==> src/tcce_pkg.sv <==
// ----------------------------------------------------------------------------
// tcce_pkg
// Types, character codes and the microprogram of the text console cursor
// engine.
// ----------------------------------------------------------------------------
package tcce_pkg;

  // Character codes handled by the engine.
  localparam logic [7:0] CHAR_BS    = 8'h08;
  localparam logic [7:0] CHAR_TAB   = 8'h09;
  localparam logic [7:0] CHAR_LF    = 8'h0A;
  localparam logic [7:0] CHAR_VT    = 8'h0B;
  localparam logic [7:0] CHAR_CR    = 8'h0D;
  localparam logic [7:0] CHAR_SPACE = 8'h20;
  localparam logic [7:0] CHAR_TILDE = 8'h7E;

  // Register file: one bit of the byte address selects the register.
  localparam int unsigned    PADDR_W  = 3;
  localparam logic           REG_COLS = 1'b0;
  localparam logic           REG_ROWS = 1'b1;
  localparam logic [6:0]     COLS_RESET = 7'd64;
  localparam logic [6:0]     ROWS_RESET = 7'd48;

  localparam int unsigned IN_DATA_W  = 56;
  localparam int unsigned OUT_DATA_W = 72;

  // Microprogram step addresses.
  typedef logic [2:0] step_t;
  localparam step_t STEP_IDLE   = 3'd0;
  localparam step_t STEP_PREP   = 3'd1;
  localparam step_t STEP_EMIT   = 3'd2;
  localparam step_t STEP_NOCELL = 3'd3;
  localparam step_t STEP_SCROLL = 3'd4;

  typedef enum logic [2:0] {
    COND_ALWAYS,
    COND_IN_VALID,
    COND_HAS_CELLS,
    COND_MORE_CELLS,
    COND_SCROLL
  } cond_e;

  // One control word of the microprogram.
  typedef struct packed {
    logic  in_ready;
    logic  prep;
    logic  emit_cell;
    logic  emit_scroll;
    cond_e cond;
    step_t jump_to;
    step_t fall_to;
  } ctrl_t;

  // Condition flags from the datapath.
  typedef struct packed {
    logic in_valid;
    logic has_cells;
    logic more_cells;
    logic scroll;
  } flags_t;

  function automatic ctrl_t useq_rom(step_t step);
    ctrl_t w;
    w = '{in_ready: 1'b0, prep: 1'b0, emit_cell: 1'b0, emit_scroll: 1'b0,
          cond: COND_ALWAYS, jump_to: STEP_IDLE, fall_to: STEP_IDLE};
    unique case (step)
      STEP_IDLE: begin
        w.in_ready = 1'b1;
        w.cond     = COND_IN_VALID;
        w.jump_to  = STEP_PREP;
        w.fall_to  = STEP_IDLE;
      end
      STEP_PREP: begin
        w.prep    = 1'b1;
        w.cond    = COND_HAS_CELLS;
        w.jump_to = STEP_EMIT;
        w.fall_to = STEP_NOCELL;
      end
      STEP_EMIT: begin
        w.emit_cell = 1'b1;
        w.cond      = COND_MORE_CELLS;
        w.jump_to   = STEP_EMIT;
        w.fall_to   = STEP_IDLE;
      end
      STEP_NOCELL: begin
        w.cond    = COND_SCROLL;
        w.jump_to = STEP_SCROLL;
        w.fall_to = STEP_IDLE;
      end
      STEP_SCROLL: begin
        w.emit_scroll = 1'b1;
        w.cond        = COND_ALWAYS;
        w.jump_to     = STEP_IDLE;
        w.fall_to     = STEP_IDLE;
      end
      default: begin
        w.cond    = COND_ALWAYS;
        w.jump_to = STEP_IDLE;
      end
    endcase
    return w;
  endfunction

endpackage

==> src/tcce_useq.sv <==
// ----------------------------------------------------------------------------
// tcce_useq
// Microcode sequencer: step counter, control store and conditional jumps.
// ----------------------------------------------------------------------------
module tcce_useq (
  input  logic            clk_i,
  input  logic            rst_ni,
  input  logic            stall_i,
  input  tcce_pkg::flags_t flags_i,
  output tcce_pkg::ctrl_t  ctrl_o
);
  import tcce_pkg::*;

  step_t step_q, step_d;
  ctrl_t ctrl;
  logic  cond_true;

  assign ctrl   = useq_rom(step_q);
  assign ctrl_o = ctrl;

  always_comb begin
    case (ctrl.cond)
      COND_ALWAYS:     cond_true = 1'b1;
      COND_IN_VALID:   cond_true = flags_i.in_valid;
      COND_HAS_CELLS:  cond_true = flags_i.has_cells;
      COND_MORE_CELLS: cond_true = flags_i.more_cells;
      COND_SCROLL:     cond_true = flags_i.scroll;
      default:         cond_true = 1'b1;
    endcase
  end

  // A step that emits a result holds while the output register is full.
  always_comb begin
    if (stall_i) begin
      step_d = step_q;
    end else if (cond_true) begin
      step_d = ctrl.jump_to;
    end else begin
      step_d = ctrl.fall_to;
    end
  end

  always_ff @(posedge clk_i or negedge rst_ni) begin
    if (!rst_ni) begin
      step_q <= STEP_IDLE;
    end else begin
      step_q <= step_d;
    end
  end

endmodule

==> src/text_console_cursor_engine_core.sv <==
// ----------------------------------------------------------------------------
// text_console_cursor_engine_core
// Keeps a text cursor in character cells and turns each character into
// cell-draw commands. An item is taken in the idle step, prepared in the next
// cycle, and the emit step then puts each drawn cell on the output register:
// one cell for a printable character, one per blank cell for a line feed or
// tab. An input that draws nothing passes a no-cell step, and a scroll step
// when it reports a scroll. New items are taken only in the idle step. The
// microcoded sequencer walks one cell per step. Output stalls stretch the
// emit and scroll steps. The scroll count rides on the last result of an input.
// ----------------------------------------------------------------------------
module text_console_cursor_engine_core #(
  parameter int unsigned MAX_COLUMNS = 64,
  parameter int unsigned MAX_ROWS    = 64,
  parameter int unsigned TAB_CELLS   = 4
) (
  input  logic                                clk_i,
  input  logic                                rst_ni,
  // Input tdata: char_code[7:0], fg_color[31:8], bg_color[55:32].
  input  logic                                s_axis_tvalid,
  output logic                                s_axis_tready,
  input  logic [tcce_pkg::IN_DATA_W-1:0]      s_axis_tdata,
  // Output tdata: cell_column[5:0], cell_row[11:6], glyph_code[19:12],
  // draw_fg[43:20], draw_bg[67:44], scroll_rows[69:68], zero pad [71:70].
  output logic                                m_axis_tvalid,
  input  logic                                m_axis_tready,
  output logic [tcce_pkg::OUT_DATA_W-1:0]     m_axis_tdata,
  // Output tuser: draw_valid.
  output logic                                m_axis_tuser,
  output logic                                m_axis_tlast,
  input  logic                                psel,
  input  logic                                penable,
  input  logic                                pwrite,
  input  logic [tcce_pkg::PADDR_W-1:0]        paddr,
  input  logic [31:0]                         pwdata,
  output logic [31:0]                         prdata,
  output logic                                pready
);
  import tcce_pkg::*;

  localparam logic [6:0] MaxCols = 7'(MAX_COLUMNS);
  localparam logic [6:0] MaxRows = 7'(MAX_ROWS);
  localparam logic [6:0] TabLen  = 7'(TAB_CELLS);

  // Configuration registers.
  logic [6:0] text_columns_q, text_rows_q;
  logic       cfg_write;

  assign pready    = 1'b1;
  assign cfg_write = psel && penable && pwrite;
  assign prdata    = (paddr[2] == REG_ROWS) ? {25'd0, text_rows_q} : {25'd0, text_columns_q};

  always_ff @(posedge clk_i or negedge rst_ni) begin
    if (!rst_ni) begin
      text_columns_q <= COLS_RESET;
      text_rows_q    <= ROWS_RESET;
    end else if (cfg_write) begin
      if (paddr[2] == REG_COLS) begin
        text_columns_q <= pwdata[6:0];
      end else begin
        text_rows_q <= pwdata[6:0];
      end
    end
  end

  // Sequencer.
  ctrl_t  ctrl;
  flags_t flags;
  logic   stall;
  logic   out_free;

  tcce_useq u_useq (
    .clk_i   (clk_i),
    .rst_ni  (rst_ni),
    .stall_i (stall),
    .flags_i (flags),
    .ctrl_o  (ctrl)
  );

  assign s_axis_tready = ctrl.in_ready;
  assign out_free      = !m_axis_tvalid || m_axis_tready;
  assign stall         = (ctrl.emit_cell || ctrl.emit_scroll) && !out_free;

  // Captured item and cursor state.
  logic [7:0]  code_q;
  logic [23:0] fg_q, bg_q;
  logic [6:0]  cursor_col_q;
  logic [5:0]  cursor_row_q;

  always_ff @(posedge clk_i) begin
    if (s_axis_tvalid && s_axis_tready) begin
      code_q <= s_axis_tdata[7:0];
      fg_q   <= s_axis_tdata[31:8];
      bg_q   <= s_axis_tdata[55:32];
    end
  end

  // Preparation: wrap, decode the code, find the cell run and the scroll.
  logic [6:0] cols, rows;
  logic [6:0] row_c, row_w, col_w;
  logic       wrap;
  logic [6:0] tab_end;
  logic       p_has;
  logic [6:0] p_first, p_end, p_crow, f_col, f_row;
  logic [7:0] p_glyph;
  logic [6:0] scroll_w;
  logic [6:0] new_row;
  logic       p_has_eff;
  logic [6:0] p_out_row;

  always_comb begin
    cols = (text_columns_q == 7'd0) ? 7'd1 :
           (text_columns_q > MaxCols) ? MaxCols : text_columns_q;
    rows = (text_rows_q == 7'd0) ? 7'd1 :
           (text_rows_q > MaxRows) ? MaxRows : text_rows_q;
    row_c = ({1'b0, cursor_row_q} >= rows) ? rows - 7'd1 : {1'b0, cursor_row_q};
    wrap  = cursor_col_q >= cols;
    col_w = wrap ? 7'd0 : cursor_col_q;
    row_w = row_c + {6'd0, wrap};
    tab_end = ((col_w + TabLen) >= cols) ? cols : col_w + TabLen;

    p_has   = 1'b0;
    p_first = col_w;
    p_end   = col_w + 7'd1;
    p_crow  = row_w;
    p_glyph = CHAR_SPACE;
    f_col   = col_w;
    f_row   = row_w;

    case (code_q)
      CHAR_LF: begin
        p_has = 1'b1;
        p_end = cols;
        f_row = row_w + 7'd1;
        f_col = 7'd0;
      end
      CHAR_TAB: begin
        p_has = 1'b1;
        p_end = tab_end;
        f_col = tab_end;
      end
      CHAR_VT: begin
        f_row = row_w + 7'd1;
      end
      CHAR_CR: begin
        f_col = 7'd0;
      end
      CHAR_BS: begin
        if (col_w != 7'd0) begin
          p_has   = 1'b1;
          p_first = col_w - 7'd1;
          p_end   = col_w;
          f_col   = col_w - 7'd1;
        end else if (row_w != 7'd0) begin
          // From column 0 the cursor goes to the last cell of the row above.
          p_has   = 1'b1;
          p_first = cols - 7'd1;
          p_end   = cols;
          p_crow  = row_w - 7'd1;
          f_row   = row_w - 7'd1;
          f_col   = cols - 7'd1;
        end
      end
      default: begin
        if (code_q >= CHAR_SPACE && code_q <= CHAR_TILDE) begin
          p_has   = 1'b1;
          p_glyph = code_q;
          f_col   = col_w + 7'd1;
        end
      end
    endcase

    if (f_row >= rows) begin
      scroll_w = f_row - rows + 7'd1;
      new_row  = rows - 7'd1;
    end else begin
      scroll_w = 7'd0;
      new_row  = f_row;
    end
    // All cells of one input share a row; it is lost if it scrolls off.
    p_has_eff = p_has && (p_crow >= scroll_w);
    p_out_row = p_crow - scroll_w;
  end

  // Emit loop registers.
  logic [6:0] cur_col_q, end_col_q;
  logic [5:0] out_row_q;
  logic [7:0] glyph_q;
  logic [1:0] scroll_q;
  logic       more_cells;

  assign more_cells = (cur_col_q + 7'd1) < end_col_q;

  assign flags.in_valid   = s_axis_tvalid;
  assign flags.has_cells  = p_has_eff;
  assign flags.more_cells = more_cells;
  assign flags.scroll     = scroll_q != 2'd0;

  always_ff @(posedge clk_i or negedge rst_ni) begin
    if (!rst_ni) begin
      cursor_col_q <= 7'd0;
      cursor_row_q <= 6'd0;
    end else if (ctrl.prep) begin
      cursor_col_q <= f_col;
      cursor_row_q <= new_row[5:0];
    end
  end

  always_ff @(posedge clk_i) begin
    if (ctrl.prep) begin
      cur_col_q <= p_first;
      end_col_q <= p_end;
      out_row_q <= p_out_row[5:0];
      glyph_q   <= p_glyph;
      scroll_q  <= scroll_w[1:0];
    end else if (ctrl.emit_cell && !stall) begin
      cur_col_q <= cur_col_q + 7'd1;
    end
  end

  // Output register.
  logic [5:0]  o_col_q, o_row_q;
  logic [7:0]  o_glyph_q;
  logic [23:0] o_fg_q, o_bg_q;
  logic [1:0]  o_scroll_q;
  logic        o_user_q, o_last_q, o_valid_q;

  always_ff @(posedge clk_i or negedge rst_ni) begin
    if (!rst_ni) begin
      o_valid_q <= 1'b0;
    end else if ((ctrl.emit_cell || ctrl.emit_scroll) && out_free) begin
      o_valid_q <= 1'b1;
    end else if (m_axis_tready) begin
      o_valid_q <= 1'b0;
    end
  end

  always_ff @(posedge clk_i) begin
    if (ctrl.emit_cell && out_free) begin
      o_user_q   <= 1'b1;
      o_col_q    <= cur_col_q[5:0];
      o_row_q    <= out_row_q;
      o_glyph_q  <= glyph_q;
      o_fg_q     <= fg_q;
      o_bg_q     <= bg_q;
      o_scroll_q <= more_cells ? 2'd0 : scroll_q;
      o_last_q   <= !more_cells;
    end else if (ctrl.emit_scroll && out_free) begin
      o_user_q   <= 1'b0;
      o_col_q    <= 6'd0;
      o_row_q    <= 6'd0;
      o_glyph_q  <= 8'd0;
      o_fg_q     <= 24'd0;
      o_bg_q     <= 24'd0;
      o_scroll_q <= scroll_q;
      o_last_q   <= 1'b1;
    end
  end

  assign m_axis_tvalid = o_valid_q;
  assign m_axis_tuser  = o_user_q;
  assign m_axis_tlast  = o_last_q;
  assign m_axis_tdata  = {2'b00, o_scroll_q, o_bg_q, o_fg_q, o_glyph_q, o_row_q, o_col_q};

endmodule

==> config.mk <==
export PLATFORM = sky130hd
export DESIGN_NAME = text_console_cursor_engine_core
export DESIGN_NICKNAME = d
export VERILOG_FILES = /design/src/tcce_pkg.sv /design/src/tcce_useq.sv /design/src/text_console_cursor_engine_core.sv
export SDC_FILE = /design/constraint.sdc
export NUM_CORES = 1
export LEC_CHECK = 0
export ABC_AREA = 1
export BUFFER_PORTS_ARGS = -buffer_cell sky130_fd_sc_hd__buf_4
export CAP_MARGIN = 20
export CORE_ASPECT_RATIO = 0.75
export CORE_MARGIN = 1
export CORE_UTILIZATION = 45
export CTS_CLUSTER_DIAMETER = 60
export DETAILED_ROUTE_END_ITERATION = 6
export PLACE_DENSITY_LB_ADDON = 0.05
export SKIP_CTS_REPAIR_TIMING = 1
export SLEW_MARGIN = 20
export SYNTH_ARGS = -nofsm -noshare
export SYNTH_HDL_FRONTEND = slang
export SYNTH_SLANG_ARGS = --single-unit
export TNS_END_PERCENT = 30
==> constraint.sdc <==
create_clock -name clk_i -period 6.54 [get_ports clk_i]
set_input_delay 1.308 -clock clk_i [delete_from_list [all_inputs] [get_ports clk_i]]
set_output_delay 1.308 -clock clk_i [all_outputs]
set_load 0.1 [all_outputs]
# After elaboration in Yosys (flattened, before gate mapping)
# Cells that the tools add are included.
word_totals:
  register_bits: 189
  output_inout_bits: 109
op_classes:
  addsub: 12
  bitwise_logic: 2
  n_eq_ne: 13
  n_reduce_logical: 32
  n_mux: 51
  n_lt_le_gt_ge: 10
op_table:
  columns: ["op", "n"]
  rows:
  - ["$mux W7", 20]
  - ["$mux W24", 3]
  - ["$eq A8 B4 Y1 const B", 5]
  - ["$add A7 B1 Y7 const B", 4]
  - ["$ge A7 B7 Y1", 4]
  - ["$pmux W7 S4", 1]
  - ["$sub A7 B1 Y7 const B", 4]
  - ["$mux W6", 4]
  - ["$pmux W6 S4", 1]
  - ["$pmux W7 S3", 1]
  - ["$mux W8", 2]
  - ["$gt A7 B7 Y1 const B", 2]
  - ["$logic_not A7 Y1", 2]
  - ["$pmux W7 S2", 1]
  - ["$reduce_bool A7 Y1", 2]
  - ["$eq A3 B2 Y1 const B", 4]
  - ["$mux W1", 11]
  - ["$logic_and A1 B1 Y1", 10]
  - ["$ge A8 B6 Y1 const B", 1]
  - ["$le A8 B7 Y1 const B", 1]
  - ["$mux W2", 4]
  - ["$reduce_bool A2 Y1", 4]
  - ["$reduce_or A2 Y1", 4]
  - ["$add A7 B1 Y7", 1]
  - ["16 further kinds", 24]

# Depth between registers and ports, before layout
logic_depth:
  ltp_word: 17
  mapped_depth: 49
  ltp_nobuf: 47

# By module
# Synthesis repeated with hierarchy kept, for this count alone.
unflattened:
  cells_unflattened: 1222
  area_unflattened_um2: 10971.8
by_module_without_submodules:
  columns: ["mod", "instances", "cells_each", "area_per_inst_um2"]
  rows:
  - ["text_console_cursor_engine_core", 1, 1170, 10615.2]
  - ["tcce_useq", 1, 52, 356.6]

# Least setup slack after synthesis
# OpenSTA, ideal clock, no wires.
synth_path:
  path_kind: "flip-flop to flip-flop"
  from: "register text_columns_q[5]"
  to: "register u_useq.step_q[0]"
  t_arrival_ns: 6.257
  t_required_ns: 6.416
  n_path_buf: 1
  setup_time_ns: 0.124
  slack_ns: 0.159
  stages_incl_launch_ff: 44
  cell_sequence: "dfrtp_1 -> nor4_1 -> nand3_1 -> nand2_1 -> inv_1 -> nor2_1 -> inv_1 -> ha_1 -> a21oi_1 -> o21ai_1 -> nand2_1 -> nand3_2 -> ha_1 -> ha_1 -> inv_1 -> ha_1 -> nand2_1 -> nor2_1 -> [... 8 more ...] -> inv_1 -> o31ai_1 -> nand4_1 -> and3_1 -> clkbuf_1 -> or2_2 -> ha_1 -> nand2_1 -> o21ai_0 -> a21oi_1 -> nor2_1 -> nor2_1 -> o21ai_0 -> nand3_1 -> a211oi_1 -> nand2_1 -> nand4_1 -> nand2_1"
synth_via:
  elab_chain_len: 16
  word_cells_on_any_way: 26
synth_rtl:
  columns: ["item", "line", "source"]
  rows:
  - ["start, declared", "text_console_cursor_engine_core.sv:46", "logic [6:0] text_columns_q, text_rows_q;"]
  - ["start signal, assigned", "text_console_cursor_engine_core.sv:59", "text_columns_q <= pwdata[6:0];"]
  - ["$gt A7 B7 Y1", "text_console_cursor_engine_core.sv:113", "(text_columns_q > MaxCols) ? MaxCols : text_columns_q;"]
  - ["$mux W7", "text_console_cursor_engine_core.sv:113", null]
  - ["$mux W7 (*)", "text_console_cursor_engine_core.sv:112", "cols = (text_columns_q == 7'd0) ? 7'd1 :"]
  - ["$ge A7 B7 Y1 (*)", "text_console_cursor_engine_core.sv:117", "wrap = cursor_col_q >= cols;"]
  - ["$add A7 B1 Y7", "text_console_cursor_engine_core.sv:119", "row_w = row_c + {6'd0, wrap};"]
  - ["$sub A7 B1 Y7 / $reduce_bool A7 Y1 (equally long branches)", "text_console_cursor_engine_core.sv:159, text_console_cursor_engine_core.sv:160, text_console_cursor_engine_core.sv:154", null]
  - ["$mux W7", "text_console_cursor_engine_core.sv:154", "end else if (row_w != 7'd0) begin"]
  - ["$mux W7", "text_console_cursor_engine_core.sv:149", "if (col_w != 7'd0) begin"]
  - ["$pmux W7 S2", "text_console_cursor_engine_core.sv:130", "case (code_q)"]
  - ["$sub A7 B7 Y7", "text_console_cursor_engine_core.sv:174", "scroll_w = f_row - rows + 7'd1;"]
  - ["$add A7 B1 Y7", "text_console_cursor_engine_core.sv:174", null]
  - ["$mux W7", "text_console_cursor_engine_core.sv:173", "if (f_row >= rows) begin"]
  - ["$ge A7 B7 Y1", "text_console_cursor_engine_core.sv:181", "p_has_eff = p_has && (p_crow >= scroll_w);"]
  - ["$logic_and A1 B1 Y1 (*)", "text_console_cursor_engine_core.sv:181", null]
  - ["$pmux W1 S4 (*)", "tcce_useq.sv:22", "case (ctrl.cond)"]
  - ["$mux W3 (*)", "tcce_useq.sv:36", "end else if (cond_true) begin"]
  - ["end signal, assigned", "tcce_useq.sv:47", "step_q <= step_d;"]
  - ["end, declared", "tcce_useq.sv:14", "step_t step_q, step_d;"]
# Mark *: on every way between the ends. The rest lies on a longest branch, timed or not.
# A chain may end at the register's enable or synchronous reset.

# Worst setup path in the final report
layout_path:
  from: "register text_columns_q[0]"
  to: "register u_useq.step_q[0]"
# The elaborated chain is that of the path after synthesis.

==> results.cfg <==
[run_status]
status = complete, no violations

[critical_path]
r2r_start = text_columns_q[0]
worst-setup-path-type = reg2reg
critical_path_required_ps = 6850
crit_buf_inv = 9
r2r-end = u_useq.step_q[0]
cp-end-kind = flop
cp_max_fo = 4
crit_slowest_cell = fa_1
critPathLaunchType = flop
ff2ff_setup_slack_ps = 390
r2r_cells = 44
critPathMaxStageDelay_ps = 460
path_common_cell = ha_4
crit_family = simple AND/OR/NAND/NOR gates
cp.arrival_ps = 6460

[synth]
synth_edf_count = 157
netlist-cell-type-count = 54
ys_top_cells_by_area = edfxtp_1 43%, nand2_1 7.7%, inv_1 7.5%
netlist_area_sq_mm = 0.0108
syn_inst = 1204
syn_avg_cell_area_sq_um = 9.00
synth.top_cell.area_share_pct = 43.5
async_flop_share_pct = 16.4
synth_top_area_cell = edfxtp_1
synth.yosys.seq_area_share_pct = 50.9
yosys_warnings = 0
ys.flop_type = edfxtp_1
ys_ff_latch = 189

[route]
wl_met3_mm = 2.17
ant_nets = 0
remaining_drc_errors = 0
drtIter0Drc = 680
post_drt_via_cell_ratio = 4.96
first_pass_iters = 6
routed_wl_mm = 28.1
met1_length_mm = 13.4
top_layer = met4
wl_per_cell_microns = 15.9
num_vias = 8778
wl_met2_mm = 12.2

[floorplan]
dieArea_sq_mm = 0.0247
dieWidth_microns = 181
fp.coreArea_sq_mm = 0.0233
io_pins = 207
rows = 48
die_h_microns = 136
start_util_pct = 46.5

[sta]
period_needed_ps = 6150
worstMarginPinSlew_ps = 1090
max_freq_mhz = 163
relSlewSlack_pct = 26.8
fin_worst_skew_ps = 8.19
setup_violations = 0
min_period_over_period_pct = 94.0
finalHoldViolations = 0
drv_slew = 0

[place]
port_buffers = 151
gp_congestion = 0.974
dp_hpwl_mm = 21.1
dp_cells = 1721

[grt]
grt-ovfl-total = 0
grt_pass1_vias = 8059
grt_pass1_wl_mm = 43.2
grt_max_degree = 54
antenna_found_initial = 0
grt_util_all_layers_pct = 22.9

[clock_network]
cts.htree.levels = 4
path_clk_slew_ps = 70
clkSinkCount = 189
clk_latency_ps = 430
cts_buffers = 17
cts_tree = yes
clock_path_buffers = 2
root_buffer = clkbuf_16

[layout]
antenna_cells = 0
fillers = 2069
drive_gt1_share_pct = 27.2
fin_nets = 1619
syn2layout_area_growth_pct = 27.9
instances_no_fill = 1769

[min_path]
hold_path_end = m_axis_tuser
hold_path_class = reg2reg
hold_depth = 2
min_from = m_axis_tuser

[run]
max-cap-violations = 0
-- cell type report --
cell class / instances / area (sq um) / share of cell area [%]
clock inverters: 13 / 115 / 0.830
inverters: 225 / 851 / 6.13
clock buffers: 18 / 429 / 3.09
repair buffers: 260 / 1960 / 14.2
flip-flops and latches: 189 / 5520 / 39.8
well taps: 300 / 375 / 2.71
multi-input cells: 764 / 4620 / 33.3
-- worst max path at each step --
stage,from,end,slack (ps),cells after the start
floorplan,text_columns_q[5],u_useq.step_q[0],160,43
global placement,text_columns_q[4],u_useq.step_q[0],150,46
detailed placement,text_columns_q[4],u_useq.step_q[0],40,42
CTS,text_columns_q[4],u_useq.step_q[0],-2,42
global route,text_columns_q[0],u_useq.step_q[0],-30,46
finish,text_columns_q[0],u_useq.step_q[0],390,44
-- tightest hold or removal path, delay by kind of cell, from the launching register on --
kind / cells / cell delay (ps)
flops: 1 / 310
compound gates: 1 / 70
simple gates: 1 / 50
-- stage by stage --
stage | setup TNS (ps) | utilization (%) | cell area (sq um) | setup WS (ps) | hold slack, ps
3_3_place_gp | 0 | 55.1 | 12800 | 150 | 449
3_5_place_dp | 0 | 55.1 | 12800 | 38.9 | 464
6_report | 0 | 59.5 | 13900 | 391 | 467
5_1_grt | -30.1 | 59.5 | 13900 | -30.1 | 503
2_1_floorplan | 0 | - | 10900 | 159 | 449
4_1_cts | -2.18 | 57.4 | 13400 | -2.18 | 473
-- cells in the final DEF (no fill, tap or decap), types with 17 or more instances in the layout --
master,Yosys,routed
dfrtp_1,28,27
buf_4,29,258
conb_1,2,29
o21ai_0,57,55
ha_1,60,46
inv_1,217,210
nand4_1,22,22
nand2_1,223,210
nand2_2,10,21
nand3_1,64,56
clkbuf_16,0,17
nor2_1,131,125
a21oi_1,46,43
edfxtp_1,157,157
-- cells by family after synthesis --
| logic type | count (synthesis) | synth area share [%] |
|---|---|---|
| flops | 189 | 50.9 |
| buf+inv | 278 | 10.8 |
| simple gates | 503 | 20.9 |
| other cells | 2 | 0.0693 |
| xor+xnor | 23 | 1.93 |
| fa+ha+maj | 64 | 7.66 |
| compound gates | 145 | 7.68 |
-- Yosys cell counts (all sizes together) (4+ instances only) --
cell type and number:
a21oi 46, or2 8, xor2 17, dfrtp 28, edfxtp 157, nand3 72
fa 4, ha 60, buf 34, o21ai 65, nor4 4, nand2 235
nand4 22, xnor2 6, clkbuf 19, inv 222, nor2 146, o21a 5
o211ai 6, nor3 11, a211oi 4
-- registers in the layout, summed over array words and instances, names as in the netlist, 8 cells and up --
name       flops
bg_q          24
fg_q          24
o_bg_q        24
o_fg_q        24
code_q         8
glyph_q        8
o_glyph_q      8
-- layer usage --
layer	GRT usage, %	vias up
met5	0	-
met4	6.12	0
met3	5.73	19
met2	33.5	307
met1	33.4	4063
li1	-	4389
Power is left out: the tool's default activity adds up to more than one toggle a clock period on the data nets, which glitch-free logic cannot reach.
